$ cat src/rtl/jdsm_pkg.sv
`timescale 1ns / 1ps

package jdsm_pkg;

   localparam int SAMPLE_BITS_DEF = 11;
   localparam int LANES = 4;
   localparam int SPEED_BITS = 7;
   localparam int CSR_INDEX_BITS = 2;

   localparam int LANE_PAN = 0;
   localparam int LANE_TILT = 1;
   localparam int LANE_ZOOM = 2;
   localparam int LANE_FOCUS = 3;

   localparam logic [CSR_INDEX_BITS-1:0] CSR_CENTER = 2'd0;
   localparam logic [CSR_INDEX_BITS-1:0] CSR_MAX = 2'd1;
   localparam logic [CSR_INDEX_BITS-1:0] CSR_MIN = 2'd2;
   localparam logic [CSR_INDEX_BITS-1:0] CSR_DEADZONE = 2'd3;

   localparam int CENTER_RESET = 1010;
   localparam int MAX_RESET = 1800;
   localparam int MIN_RESET = 200;
   localparam int DEADZONE_RESET = 50;

   localparam logic [SPEED_BITS-1:0] STOP_CODE = 7'd50;
   localparam logic [SPEED_BITS-1:0] NEG_LOW = 7'd1;
   localparam logic [SPEED_BITS-1:0] POS_LOW = 7'd51;
   // both sides cover 49 codes: 1..49 and 51..99
   localparam logic [SPEED_BITS-1:0] QUO_CAP = 7'd48;

   // quotient bits resolved by the divider, one per cycle
   localparam int QUO_BITS = 6;
   localparam int QUO_IDX_BITS = $clog2(QUO_BITS);

   typedef struct packed {
      logic                    load;
      logic                    offs;
      logic                    setup;
      logic                    step;
      logic [QUO_IDX_BITS-1:0] bit_idx;
   } jdsm_ctl_type;

endpackage

$ cat src/rtl/joystick_deadzone_speed_mapper_unit.sv
`timescale 1ns / 1ps

// stick dead zone and speed code mapper, four lanes (pan, tilt, zoom, focus)
// req channel: one beat carries the four raw samples, valid/ready handshake
// rsp channel: one beat per request with four speed codes (50 stop, 1..49
// negative, 51..99 positive) and the pan/tilt, zoom and focus change flags
// csr port: csr_wr_en writes csr_data into register csr_index (center, max,
// min, dead zone) at once; write only while no request is in flight
// each lane clamps its offset, then runs a restoring divider that resolves
// one quotient bit per cycle; the four lanes run in lockstep
// a new request is taken only after offset, setup, six divide steps, merge
// and the return to idle
// the output register holds a finished beat while the next request runs;
// if rsp_ready stays low the merge step waits and req_ready stays low
// reset: registers return to 1010 / 1800 / 200 / 50, stored speeds clear to
// zero so the first beat raises all change flags, no beat is pending
module joystick_deadzone_speed_mapper_unit #(
   parameter int SAMPLE_BITS = jdsm_pkg::SAMPLE_BITS_DEF
) (
   input  logic                                  clock,
   input  logic                                  reset,
   input  logic                                  req_valid,
   output logic                                  req_ready,
   input  logic [SAMPLE_BITS-1:0]                req_pan_sample,
   input  logic [SAMPLE_BITS-1:0]                req_tilt_sample,
   input  logic [SAMPLE_BITS-1:0]                req_zoom_sample,
   input  logic [SAMPLE_BITS-1:0]                req_focus_sample,
   output logic                                  rsp_valid,
   input  logic                                  rsp_ready,
   output logic [jdsm_pkg::SPEED_BITS-1:0]       rsp_pan_speed,
   output logic [jdsm_pkg::SPEED_BITS-1:0]       rsp_tilt_speed,
   output logic [jdsm_pkg::SPEED_BITS-1:0]       rsp_zoom_speed,
   output logic [jdsm_pkg::SPEED_BITS-1:0]       rsp_focus_speed,
   output logic                                  rsp_pan_tilt_changed,
   output logic                                  rsp_zoom_changed,
   output logic                                  rsp_focus_changed,
   input  logic                                  csr_wr_en,
   input  logic [jdsm_pkg::CSR_INDEX_BITS-1:0]   csr_index,
   input  logic [SAMPLE_BITS-1:0]                csr_data
);
   import jdsm_pkg::*;

   typedef enum logic [2:0] {
      ST_IDLE,
      ST_OFFS,
      ST_SETUP,
      ST_DIV,
      ST_MERGE
   } state_type;

   state_type               state_ff;
   logic [QUO_IDX_BITS-1:0] step_ff;
   logic [SAMPLE_BITS-1:0]  center_ff, max_ff, min_ff, deadzone_ff;

   jdsm_ctl_type          ctl;
   logic                  accept;
   logic                  merge_load;
   logic [SAMPLE_BITS-1:0] samples [LANES];
   logic [SPEED_BITS-1:0]  speeds [LANES];

   assign req_ready = (state_ff == ST_IDLE);
   assign accept = req_valid && req_ready;
   assign merge_load = (state_ff == ST_MERGE) && (!rsp_valid || rsp_ready);

   always_comb begin
      ctl.load = accept;
      ctl.offs = (state_ff == ST_OFFS);
      ctl.setup = (state_ff == ST_SETUP);
      ctl.step = (state_ff == ST_DIV);
      ctl.bit_idx = step_ff;
   end

   always_ff @(posedge clock) begin
      if (reset) begin
         state_ff <= ST_IDLE;
         step_ff <= '0;
         center_ff <= SAMPLE_BITS'(CENTER_RESET);
         max_ff <= SAMPLE_BITS'(MAX_RESET);
         min_ff <= SAMPLE_BITS'(MIN_RESET);
         deadzone_ff <= SAMPLE_BITS'(DEADZONE_RESET);
      end else begin
         if (csr_wr_en) begin
            case (csr_index)
               CSR_CENTER: center_ff <= csr_data;
               CSR_MAX: max_ff <= csr_data;
               CSR_MIN: min_ff <= csr_data;
               CSR_DEADZONE: deadzone_ff <= csr_data;
               default: ;
            endcase
         end
         case (state_ff)
            ST_IDLE: begin
               if (accept) begin
                  state_ff <= ST_OFFS;
               end
            end
            ST_OFFS: state_ff <= ST_SETUP;
            ST_SETUP: begin
               state_ff <= ST_DIV;
               step_ff <= QUO_IDX_BITS'(QUO_BITS - 1);
            end
            ST_DIV: begin
               if (step_ff == '0) begin
                  state_ff <= ST_MERGE;
               end else begin
                  step_ff <= step_ff - 1'b1;
               end
            end
            ST_MERGE: begin
               if (merge_load) begin
                  state_ff <= ST_IDLE;
               end
            end
            default: state_ff <= ST_IDLE;
         endcase
      end
   end

   assign samples[LANE_PAN] = req_pan_sample;
   assign samples[LANE_TILT] = req_tilt_sample;
   assign samples[LANE_ZOOM] = req_zoom_sample;
   assign samples[LANE_FOCUS] = req_focus_sample;

   for (genvar g = 0; g < LANES; g++) begin : g_lane
      jdsm_lane #(
         .SAMPLE_BITS(SAMPLE_BITS)
      ) u_lane (
         .clock         (clock),
         .ctl           (ctl),
         .sample        (samples[g]),
         .center_level  (center_ff),
         .max_level     (max_ff),
         .min_level     (min_ff),
         .deadzone_width(deadzone_ff),
         .speed         (speeds[g])
      );
   end

   jdsm_merge u_merge (
      .clock               (clock),
      .reset               (reset),
      .load                (merge_load),
      .lane_speed          (speeds),
      .rsp_valid           (rsp_valid),
      .rsp_ready           (rsp_ready),
      .rsp_pan_speed       (rsp_pan_speed),
      .rsp_tilt_speed      (rsp_tilt_speed),
      .rsp_zoom_speed      (rsp_zoom_speed),
      .rsp_focus_speed     (rsp_focus_speed),
      .rsp_pan_tilt_changed(rsp_pan_tilt_changed),
      .rsp_zoom_changed    (rsp_zoom_changed),
      .rsp_focus_changed   (rsp_focus_changed)
   );

endmodule

$ cat src/rtl/jdsm_lane.sv
`timescale 1ns / 1ps

module jdsm_lane #(
   parameter int SAMPLE_BITS = jdsm_pkg::SAMPLE_BITS_DEF
) (
   input  logic                             clock,
   input  jdsm_pkg::jdsm_ctl_type           ctl,
   input  logic [SAMPLE_BITS-1:0]           sample,
   input  logic [SAMPLE_BITS-1:0]           center_level,
   input  logic [SAMPLE_BITS-1:0]           max_level,
   input  logic [SAMPLE_BITS-1:0]           min_level,
   input  logic [SAMPLE_BITS-1:0]           deadzone_width,
   output logic [jdsm_pkg::SPEED_BITS-1:0]  speed
);
   import jdsm_pkg::*;

   localparam int SW = SAMPLE_BITS + 3;
   localparam int MW = SAMPLE_BITS + 7;
   localparam int DW = SAMPLE_BITS + 1;

   logic [SAMPLE_BITS-1:0] sample_ff;
   logic signed [SW-1:0]   off_ff;
   logic [MW-1:0]          rem_ff;
   logic [DW-1:0]          div_ff;
   logic [QUO_BITS-1:0]    quo_ff;
   logic                   ovf_ff;
   logic                   stop_ff;
   logic                   flip_ff;
   logic                   pos_ff;

   logic signed [SW-1:0] s_x, c_x, d_x, lo_x, hi_x;
   logic signed [SW-1:0] raw_off, off_in;
   logic signed [SW-1:0] num_a, den_b;
   logic [SW-1:0]        amag, bmag;
   logic [MW-1:0]        nmag_in;
   logic [MW-1:0]        trial;
   logic                 neg_side;
   logic [SPEED_BITS-1:0] base;

   assign s_x = signed'(SW'(sample_ff));
   assign c_x = signed'(SW'(center_level));
   assign d_x = signed'(SW'(deadzone_width));
   assign lo_x = signed'(SW'(min_level)) - c_x;
   assign hi_x = signed'(SW'(max_level)) - c_x;

   // dead zone, then clamp with the lower bound checked first
   always_comb begin
      if (s_x <= c_x - d_x || s_x >= c_x + d_x) begin
         raw_off = s_x - c_x;
      end else begin
         raw_off = '0;
      end
      if (raw_off <= lo_x) begin
         off_in = lo_x;
      end else if (raw_off >= hi_x) begin
         off_in = hi_x;
      end else begin
         off_in = raw_off;
      end
   end

   // numerator and span of the side picked by the offset sign
   always_comb begin
      neg_side = off_ff < 0;
      num_a = neg_side ? off_ff - lo_x : off_ff;
      den_b = neg_side ? -lo_x : hi_x;
      amag = (num_a < 0) ? SW'(-num_a) : SW'(num_a);
      bmag = (den_b < 0) ? SW'(-den_b) : SW'(den_b);
      nmag_in = (MW'(amag) << 5) + (MW'(amag) << 4);
   end

   assign trial = MW'(div_ff) << ctl.bit_idx;

   always_ff @(posedge clock) begin
      if (ctl.load) begin
         sample_ff <= sample;
      end
      if (ctl.offs) begin
         off_ff <= off_in;
      end
      if (ctl.setup) begin
         rem_ff <= nmag_in;
         div_ff <= DW'(bmag);
         quo_ff <= '0;
         ovf_ff <= nmag_in >= (MW'(bmag) << QUO_BITS);
         stop_ff <= (off_ff == 0) || (bmag == '0);
         flip_ff <= (num_a != 0) && ((num_a < 0) != (den_b < 0));
         pos_ff <= !neg_side;
      end
      if (ctl.step && rem_ff >= trial) begin
         rem_ff <= rem_ff - trial;
         quo_ff[ctl.bit_idx] <= 1'b1;
      end
   end

   always_comb begin
      base = pos_ff ? POS_LOW : NEG_LOW;
      if (stop_ff) begin
         speed = STOP_CODE;
      end else if (flip_ff) begin
         speed = base;
      end else if (ovf_ff || SPEED_BITS'(quo_ff) > QUO_CAP) begin
         speed = base + QUO_CAP;
      end else begin
         speed = base + SPEED_BITS'(quo_ff);
      end
   end

endmodule

$ cat src/rtl/jdsm_merge.sv
`timescale 1ns / 1ps

module jdsm_merge (
   input  logic                            clock,
   input  logic                            reset,
   input  logic                            load,
   input  logic [jdsm_pkg::SPEED_BITS-1:0] lane_speed [jdsm_pkg::LANES],
   output logic                            rsp_valid,
   input  logic                            rsp_ready,
   output logic [jdsm_pkg::SPEED_BITS-1:0] rsp_pan_speed,
   output logic [jdsm_pkg::SPEED_BITS-1:0] rsp_tilt_speed,
   output logic [jdsm_pkg::SPEED_BITS-1:0] rsp_zoom_speed,
   output logic [jdsm_pkg::SPEED_BITS-1:0] rsp_focus_speed,
   output logic                            rsp_pan_tilt_changed,
   output logic                            rsp_zoom_changed,
   output logic                            rsp_focus_changed
);
   import jdsm_pkg::*;

   logic [SPEED_BITS-1:0] last_ff [LANES];
   logic [SPEED_BITS-1:0] speed_ff [LANES];
   logic                  valid_ff;
   logic                  pt_chg_ff, zoom_chg_ff, focus_chg_ff;

   always_ff @(posedge clock) begin
      if (reset) begin
         valid_ff <= 1'b0;
         for (int i = 0; i < LANES; i++) begin
            last_ff[i] <= '0;
         end
      end else if (load) begin
         valid_ff <= 1'b1;
         for (int i = 0; i < LANES; i++) begin
            last_ff[i] <= lane_speed[i];
         end
      end else if (rsp_ready) begin
         valid_ff <= 1'b0;
      end
      if (load) begin
         for (int i = 0; i < LANES; i++) begin
            speed_ff[i] <= lane_speed[i];
         end
         pt_chg_ff <= (lane_speed[LANE_PAN] != last_ff[LANE_PAN])
                   || (lane_speed[LANE_TILT] != last_ff[LANE_TILT]);
         zoom_chg_ff <= lane_speed[LANE_ZOOM] != last_ff[LANE_ZOOM];
         focus_chg_ff <= lane_speed[LANE_FOCUS] != last_ff[LANE_FOCUS];
      end
   end

   assign rsp_valid = valid_ff;
   assign rsp_pan_speed = speed_ff[LANE_PAN];
   assign rsp_tilt_speed = speed_ff[LANE_TILT];
   assign rsp_zoom_speed = speed_ff[LANE_ZOOM];
   assign rsp_focus_speed = speed_ff[LANE_FOCUS];
   assign rsp_pan_tilt_changed = pt_chg_ff;
   assign rsp_zoom_changed = zoom_chg_ff;
   assign rsp_focus_changed = focus_chg_ff;

endmodule

$ cat config.mk
export PLATFORM = sky130hd
export DESIGN_NAME = joystick_deadzone_speed_mapper_unit
export DESIGN_NICKNAME = d
export VERILOG_FILES = /design/src/rtl/jdsm_pkg.sv /design/src/rtl/joystick_deadzone_speed_mapper_unit.sv /design/src/rtl/jdsm_lane.sv /design/src/rtl/jdsm_merge.sv
export SDC_FILE = /design/constraint.sdc
export NUM_CORES = 2
export LEC_CHECK = 0
export ABC_AREA = 1
export BUFFER_PORTS_ARGS = -buffer_cell sky130_fd_sc_hd__buf_2
export CAP_MARGIN = 15
export CORE_AREA = 2 2 242 244
export DETAILED_ROUTE_END_ITERATION = 6
export DIE_AREA = 0 0 244 246
export PLACE_DENSITY = 0.78
export SLEW_MARGIN = 20
export SYNTH_ARGS = -nofsm -noshare
export SYNTH_HDL_FRONTEND = slang
export SYNTH_SLANG_ARGS = --single-unit
export TNS_END_PERCENT = 1
$ cat constraint.sdc
create_clock -name clock -period 12.8 [get_ports clock]
set_input_delay 2.56 -clock clock [delete_from_list [all_inputs] [get_ports clock]]
set_output_delay 2.56 -clock clock [all_outputs]
set_load 0.02 [all_outputs]
; ---- Yosys cells after proc, flatten, opt, wreduce, memory -nomap -nowiden
; Memory sizes are Yosys's and may differ from the RTL's.
; Cells that the tools add are included.
[word_totals]
reg_bits = 314
wordCells = 296
memories = 2
mem_bits_rw = 56
[classes]
mux = 80
n_shift = 4
order_cmp = 42
addsub = 38
bitwise = 8
reduce_logical = 57
eq_ne = 19
[memory_table]
columns = memory, words, word_bits, read_ports, rd_clocked_by_memory_dff, wr, line_no
row1 = u_merge.last_ff, 4, 7, 4, 0, 4, jdsm_merge.sv:20  ; logic [SPEED_BITS-1:0] last_ff [LANES];
row2 = u_merge.speed_ff, 4, 7, 4, 0, 4, jdsm_merge.sv:21  ; logic [SPEED_BITS-1:0] speed_ff [LANES];
[ops]
columns = cell, count
row1 = 14-bit 2-to-1 mux, 28
row2 = 14-bit by 1-bit less-than comparator with 1-bit output (second input constant), 12
row3 = 18-bit greater-or-equal comparator, 8
row4 = 18-bit 2-to-1 mux, 8
row5 = 32-bit zero test, 4
row6 = 32-bit nonzero test, 4
row7 = 7-bit 2-to-1 mux, 16
row8 = 14-bit negator, 8
row9 = 11-bit by 11-bit subtractor with 12-bit output, 7
row10 = 18-bit adder, 4
row11 = 6-bit 2-to-1 mux, 12
row12 = 12-bit by 3-bit << shifter with 18-bit output, 4
row13 = 18-bit subtractor, 4
row14 = 12-bit by 14-bit greater-or-equal comparator with 1-bit output, 4
row15 = 14-bit greater-or-equal comparator, 4
row16 = 12-bit by 14-bit <= comparator with 1-bit output, 4
row17 = 14-bit by 12-bit <= comparator with 1-bit output, 4
row18 = 14-bit zero test, 4
row19 = 14-bit by 12-bit subtractor with 14-bit output, 4
row20 = 7-bit by 6-bit adder with 7-bit output, 4
row21 = 7-bit by 6-bit adder with 7-bit output (second input constant), 4
row22 = 7-bit inequality test, 4
row23 = 6-bit greater-than comparator (second input constant), 4
row24 = 6-bit OR, 4
row25 = other kinds (27), 85

; ---- Logic depth before layout (Yosys ltp)
[depth]
ltp_word = 8
mapped_depth = 48
mapped_depth_nobuf = 47

; ---- Cells and area by module
; From an unflattened synthesis, not the netlist that was laid out.
[unflattened]
cells_unflattened = 6633
hier_area_um2 = 45368.5
[modules_own_cells]
columns = module, seq_area_each_um2, instances, cells_each, area_per_inst_um2
row1 = jdsm_lane at g_lane[3].u_lane, 1831.8, 1, 1577, 10423.7
row2 = jdsm_lane at g_lane[2].u_lane, 1831.8, 1, 1549, 10337.4
row3 = jdsm_lane at g_lane[1].u_lane, 1831.8, 1, 1556, 10249.8
row4 = jdsm_lane at g_lane[0].u_lane, 1831.8, 1, 1481, 9939.5
row5 = jdsm_merge, 1791.7, 1, 211, 2502.4
row6 = joystick_deadzone_speed_mapper_unit, 1001.0, 1, 259, 1915.6

; ---- Worst setup path after synthesis
; OpenSTA, ideal clock, no wires.
[synth_path]
path_type = reg2reg
startpoint = reg center_ff[1]
endpoint = reg g_lane[3].u_lane.ovf_ff (data pin)
period_less_slack_ns = 6.313
setup_time_ns = 0.267
t_arrival_ns = 6.046
path_slack_ns = 6.487
t_required_ns = 12.533
path_stages_with_launch = 45
path_cell_list = dfxtp_1 > inv_1 > fa_1 > xnor2_2 > ha_1 > a21oi_1 > nand2_1 > nand2_1 > nand2_1 > nand2_1 > nand2_1 > nand3_1 > nand3_1 > nand3_1 > nand2_1 > nand2_1 > nand2_1 > nand2_1 > [... 9 more ...] > nor2_1 > o21ai_0 > nand2_1 > a21oi_1 > o21ai_0 > nand2_1 > nand2_1 > nand2_1 > nand2_1 > nand2_1 > nand2_1 > a21oi_1 > inv_1 > nand2_1 > and2_1 > ha_1 > a31oi_1 > o211ai_1
[synth_between]
elab_chain_cells = 7
word_cells_on_any_way = 14
cone_classes = add/sub (7) / order compare (3) / mux (4)
[synth_lines]
columns = element, line_no
row1 = start: declaration, joystick_deadzone_speed_mapper_unit.sv:53  ; logic [SAMPLE_BITS-1:0] center_ff, max_ff, min_ff, deadzone_ff;
row2 = start signal: assignment, joystick_deadzone_speed_mapper_unit.sv:77  ; center_ff <= SAMPLE_BITS'(CENTER_RESET);
row3 = start signal: assignment, joystick_deadzone_speed_mapper_unit.sv:84  ; CSR_CENTER: center_ff <= csr_data;
row4 = 11-bit by 11-bit subtractor with 12-bit output, jdsm_lane.sv:43  ; assign lo_x = signed'(SW'(min_level)) - c_x;
row5 = 14-bit by 12-bit subtractor with 14-bit output, jdsm_lane.sv:65  ; num_a = neg_side ? off_ff - lo_x : off_ff;
row6 = 14-bit 2-to-1 mux, jdsm_lane.sv:65
row7 = 14-bit negator / 14-bit by 1-bit less-than comparator with 1-bit output (equally long branches), jdsm_lane.sv:67  ; amag = (num_a < 0) ? SW'(-num_a) : SW'(num_a);
row8 = 14-bit 2-to-1 mux, jdsm_lane.sv:67
row9 = 18-bit adder, jdsm_lane.sv:69  ; nmag_in = (MW'(amag) << 5) + (MW'(amag) << 4);
row10 = 18-bit greater-or-equal comparator (*), jdsm_lane.sv:85  ; ovf_ff <= nmag_in >= (MW'(bmag) << QUO_BITS);
row11 = end signal: assignment, jdsm_lane.sv:85
row12 = end: declaration, jdsm_lane.sv:26  ; logic ovf_ff;
; Every way passes the cells marked *; elsewhere a longest branch is shown, timed or not.
; A chain may end at the register's enable or synchronous reset.

; ---- Worst setup path in the final report
; Ends and elaborated chain as after synthesis.

==> results.cfg <==
[routing]
drc = 0
ant_nets = 0
routedWlPerCell_um = 16.7
num_vias = 34400
vias_per_cell = 5.71
drt_pass1_iterations = 7
drtIter0Drc = 2484
routed_wirelength_um = 101000

[clock_tree]
postCtsHoldBufs = 0
cts_resized = 0
clock_latency_ns = 0.61
htree_levels = 2
cts-buffers-inserted = 43
clkTransAtPathRegs_ns = 0.06
cts-root-buf = clkbuf_16
clkSinkCount = 362
cts_setup_buffers = 0
cts_tree = built
cts_max_path_buffers = 3

[sta]
slew_viol_final = 0
fin_crit_ns = 7.33
fmaxAchievable_mhz = 136
period_share_pct = 57.2
slew_headroom_pct = 36.6
setup_viol = 0
skew_ns = 0.0354
rsz0062_at_grt = no
hold_violations = 0
tightest_slew_ns = 0.947
final.setup.tns_ns = 0

[setup_path]
r2r-start = center_ff[1]$_SDFFE_PP1P_
critPathTopFamily = simple AND/OR/NAND/NOR gates
cpMaxStageDelayCell = inv_1
rr_worst_depth = 43
worstSetupEndpointType = flop
crit_type = reg2reg
critPathMostFrequentCell = nand2_1
crit_start = center_ff[1]$_SDFFE_PP1P_
startpoint_type = flop
cp.arrival_ns = 7.65
reg2reg_slack_ns = 5.47
crit_required_ns = 13.12
cp_max_fo = 15
r2r-end = g_lane[3].u_lane.ovf_ff$_DFFE_PP_
path_buf_inv = 6
critPathMaxStageDelay_ns = 0.64

[floorplan]
start_util_pct = 64.6
die_w_um = 244
num_rows = 88
coreArea_mm2 = 0.0574
die-area_mm2 = 0.0600
die_y_um = 246
io_pins = 95

[hold_path]
min_path_type = reg2reg
hold_end = min_ff[0]$_SDFFE_PP0P_
hold-path-cell-count = 2
hp-start = min_ff[0]$_SDFFE_PP0P_

[grt]
grt_util_met1_pct = 40.5
antenna_found_initial = 2
grt_use_met2_pct = 56.9
met3_usage_pct = 3.85
grt_usage_pct = 33.5
busiest_layer = met2
grt_pass1_wl_um = 162000
first_global_vias = 32100
grt_max_degree = 68
gr-total-overflow = 0

[yosys]
synth_fa_ha_area_share_pct = 17.8
synth_cell_type_count = 70
yosysWarnings = 0
synth_nets = 5739
yosysSeqAreaShare_pct = 27.3
syn_area_mm2 = 0.0370
synth-compound-area-share_pct = 15.0
synth.avg_cell_area_um2 = 7.17
synthMuxAreaShare_pct = 0.0541
synth_top_family_by_area = simple AND/OR/NAND/NOR gates
async_flop_share_pct = 0
synth_ff_type = edfxtp_1
synth-simple-area-share_pct = 25.9
synth_cells = 5166
synth_edf_count = 287
ys_ff_latch = 362
synthXorXnorAreaFrac_pct = 5.13

[power]
p_leak_uw = 0.0196
clkPwrFrac_pct = 13.4
power_frac_comb_pct = 67.5
vdd_drop_max_mv = 0.151
p_switching_uw = 4650
sw_frac_of_total_pct = 48.9
intPower_uw = 4860
seqPwrFrac_pct = 19.1
powerDensity_mw_per_mm2 = 240

[job]
max-cap-violations = 0

[outcome]
status = completed

[finish]
nets = 5795
multi_input_area_mm2 = 0.0237
nFillCells = 4903
drive_gt1_share_pct = 6.83
layoutNonFillerInstCount = 6023
syn2layout_area_growth_pct = 7.08
seqCellArea_mm2 = 0.0101

[placed_design]
dp.cells = 5942
gp_congestion = 0.974
hpwl_um = 79100
numPortBuffers = 94
cells in the mapped netlist (21+ instances only):
cell      number  area share, %
nand2_1     1327             13
inv_1        681            6.9
ha_1         487             16
o21ai_0      416            5.6
nor2_1       357            3.6
a21oi_1      311            4.2
edfxtp_1     287             23
nand3_1      276            3.7
xor2_1       130            3.1
xnor2_1       78            1.8
nand4_1       77            1.3
dfxtp_1       75            4.1
clkbuf_1      72           0.73
nor3_1        52           0.70
o21ai_1       45           0.61
nand2_2       31           0.52
a31oi_1       30           0.51
inv_2         29           0.29
o22ai_1       27           0.46
o211ai_1      25           0.51
fa_1          24            1.3
buf_2         23           0.31
nor4_1        21           0.35
o21bai_1      21           0.43
routing by layer:
metal | wire length, µm | part of all wire (%)
met1 | 40900 | 41
met2 | 46200 | 46
met3 | 6400 | 6.4
met4 | 7330 | 7.3
met5 | 0 | 0
power by group through the flow:
| stage | Clock (µW) | Combinational [µW] | Sequential, µW |
|---|---|---|---|
| 2_1_floorplan | 0 | 4930 | 1790 |
| 3_3_place_gp | 0 | 6110 | 1830 |
| 3_5_place_dp | 0 | 6270 | 1840 |
| 4_1_cts | 1280 | 6340 | 1810 |
| 5_1_grt | 1330 | 7340 | 1840 |
| 6_report | 1270 | 6420 | 1820 |
worst reg2reg max path: cells and delay by family, from the launching register on:
family,cells,cell delay [ns]
buffers and inverters,6,1.22
DFF,1,0.34
and+or+nand+nor,23,1.99
adders and majority gates,5,1.80
AOI/OAI and AO/OA,9,1.71
sequential cells by signal (all words and copies together) (netlist names):
| register | cells |
|---|---|
| g_lane.u_lane.flip_ff | 4 |
| state_ff | 3 |
| u_merge.rsp_focus_changed | 1 |
| u_merge.rsp_pan_tilt_changed | 1 |
| g_lane.u_lane.pos_ff | 4 |
| step_ff | 3 |
| u_merge.last_ff | 28 |
| center_ff | 11 |
| g_lane.u_lane.off_ff | 48 |
| g_lane.u_lane.stop_ff | 4 |
| g_lane.u_lane.quo_ff | 24 |
| deadzone_ff | 11 |
| max_ff | 11 |
| u_merge.rsp_valid | 1 |
| min_ff | 11 |
| g_lane.u_lane.sample_ff | 44 |
| u_merge.rsp_zoom_changed | 1 |
| u_merge.speed_ff | 28 |
| g_lane.u_lane.ovf_ff | 4 |
| g_lane.u_lane.div_ff | 48 |
| g_lane.u_lane.rem_ff | 72 |
cell usage in the layout, fill, tap and decap left out, types with 73 or more instances in the layout:
cell type,netlist,routed
nand3_1,276,276
nor2_1,357,354
xnor2_1,78,78
a21oi_1,311,311
o21ai_0,416,415
dfxtp_1,75,73
edfxtp_1,287,287
xor2_1,130,130
inv_1,681,681
buf_2,23,94
nand2_1,1327,1327
nand4_1,77,77
ha_1,487,487
kinds of logic after synthesis:
kind of cell             count (synthesis)
adder cells (fa/ha/maj)                511
buffers and inverters                  839
XOR/XNOR                               212
flip-flops                             362
AO/OA/AOI/OAI                          997
multiplexers                             2
AND/OR/NAND/NOR                       2243
cell type report:
| type | count | share of cell area (%) |
|---|---|---|
| timing repair buffer | 130 | 1.87 |
| antenna | 1 | 0.00631 |
| inverter | 720 | 6.82 |
| clock inverter | 28 | 0.783 |
| tap | 765 | 2.41 |
| clock buffer | 52 | 2.86 |
| sequential | 362 | 25.5 |
| multi-input combinational | 3965 | 59.7 |
how the worst max path moves through the flow:
stage	to	slack (ns)	cells past startpoint
floorplan	g_lane[3].u_lane.ovf_ff$_DFFE_PP_	6.49	44
global placement	g_lane[0].u_lane.ovf_ff$_DFFE_PP_	5.81	45
detailed placement	g_lane[0].u_lane.ovf_ff$_DFFE_PP_	5.57	45
CTS	g_lane[0].u_lane.ovf_ff$_DFFE_PP_	5.53	45
global route	g_lane[1].u_lane.ovf_ff$_DFFE_PP_	4.79	44
finish	g_lane[3].u_lane.ovf_ff$_DFFE_PP_	5.47	43
metrics by stage:
step | setup slack, ns | hold WS [ns] | power [µW] | utilization, % | area [µm²]
4_1_cts | 5.53 | 0.467 | 9440 | 69.1 | 39600
3_3_place_gp | 5.81 | 0.450 | 7940 | 66.6 | 38200
2_1_floorplan | 6.49 | 0.433 | 6730 | - | 37000
5_1_grt | 4.79 | 0.489 | 10500 | 69.1 | 39600
3_5_place_dp | 5.57 | 0.456 | 8110 | 66.6 | 38200
6_report | 5.47 | 0.472 | 9510 | 69.1 | 39700
Power figures use the tool's default switching activity.
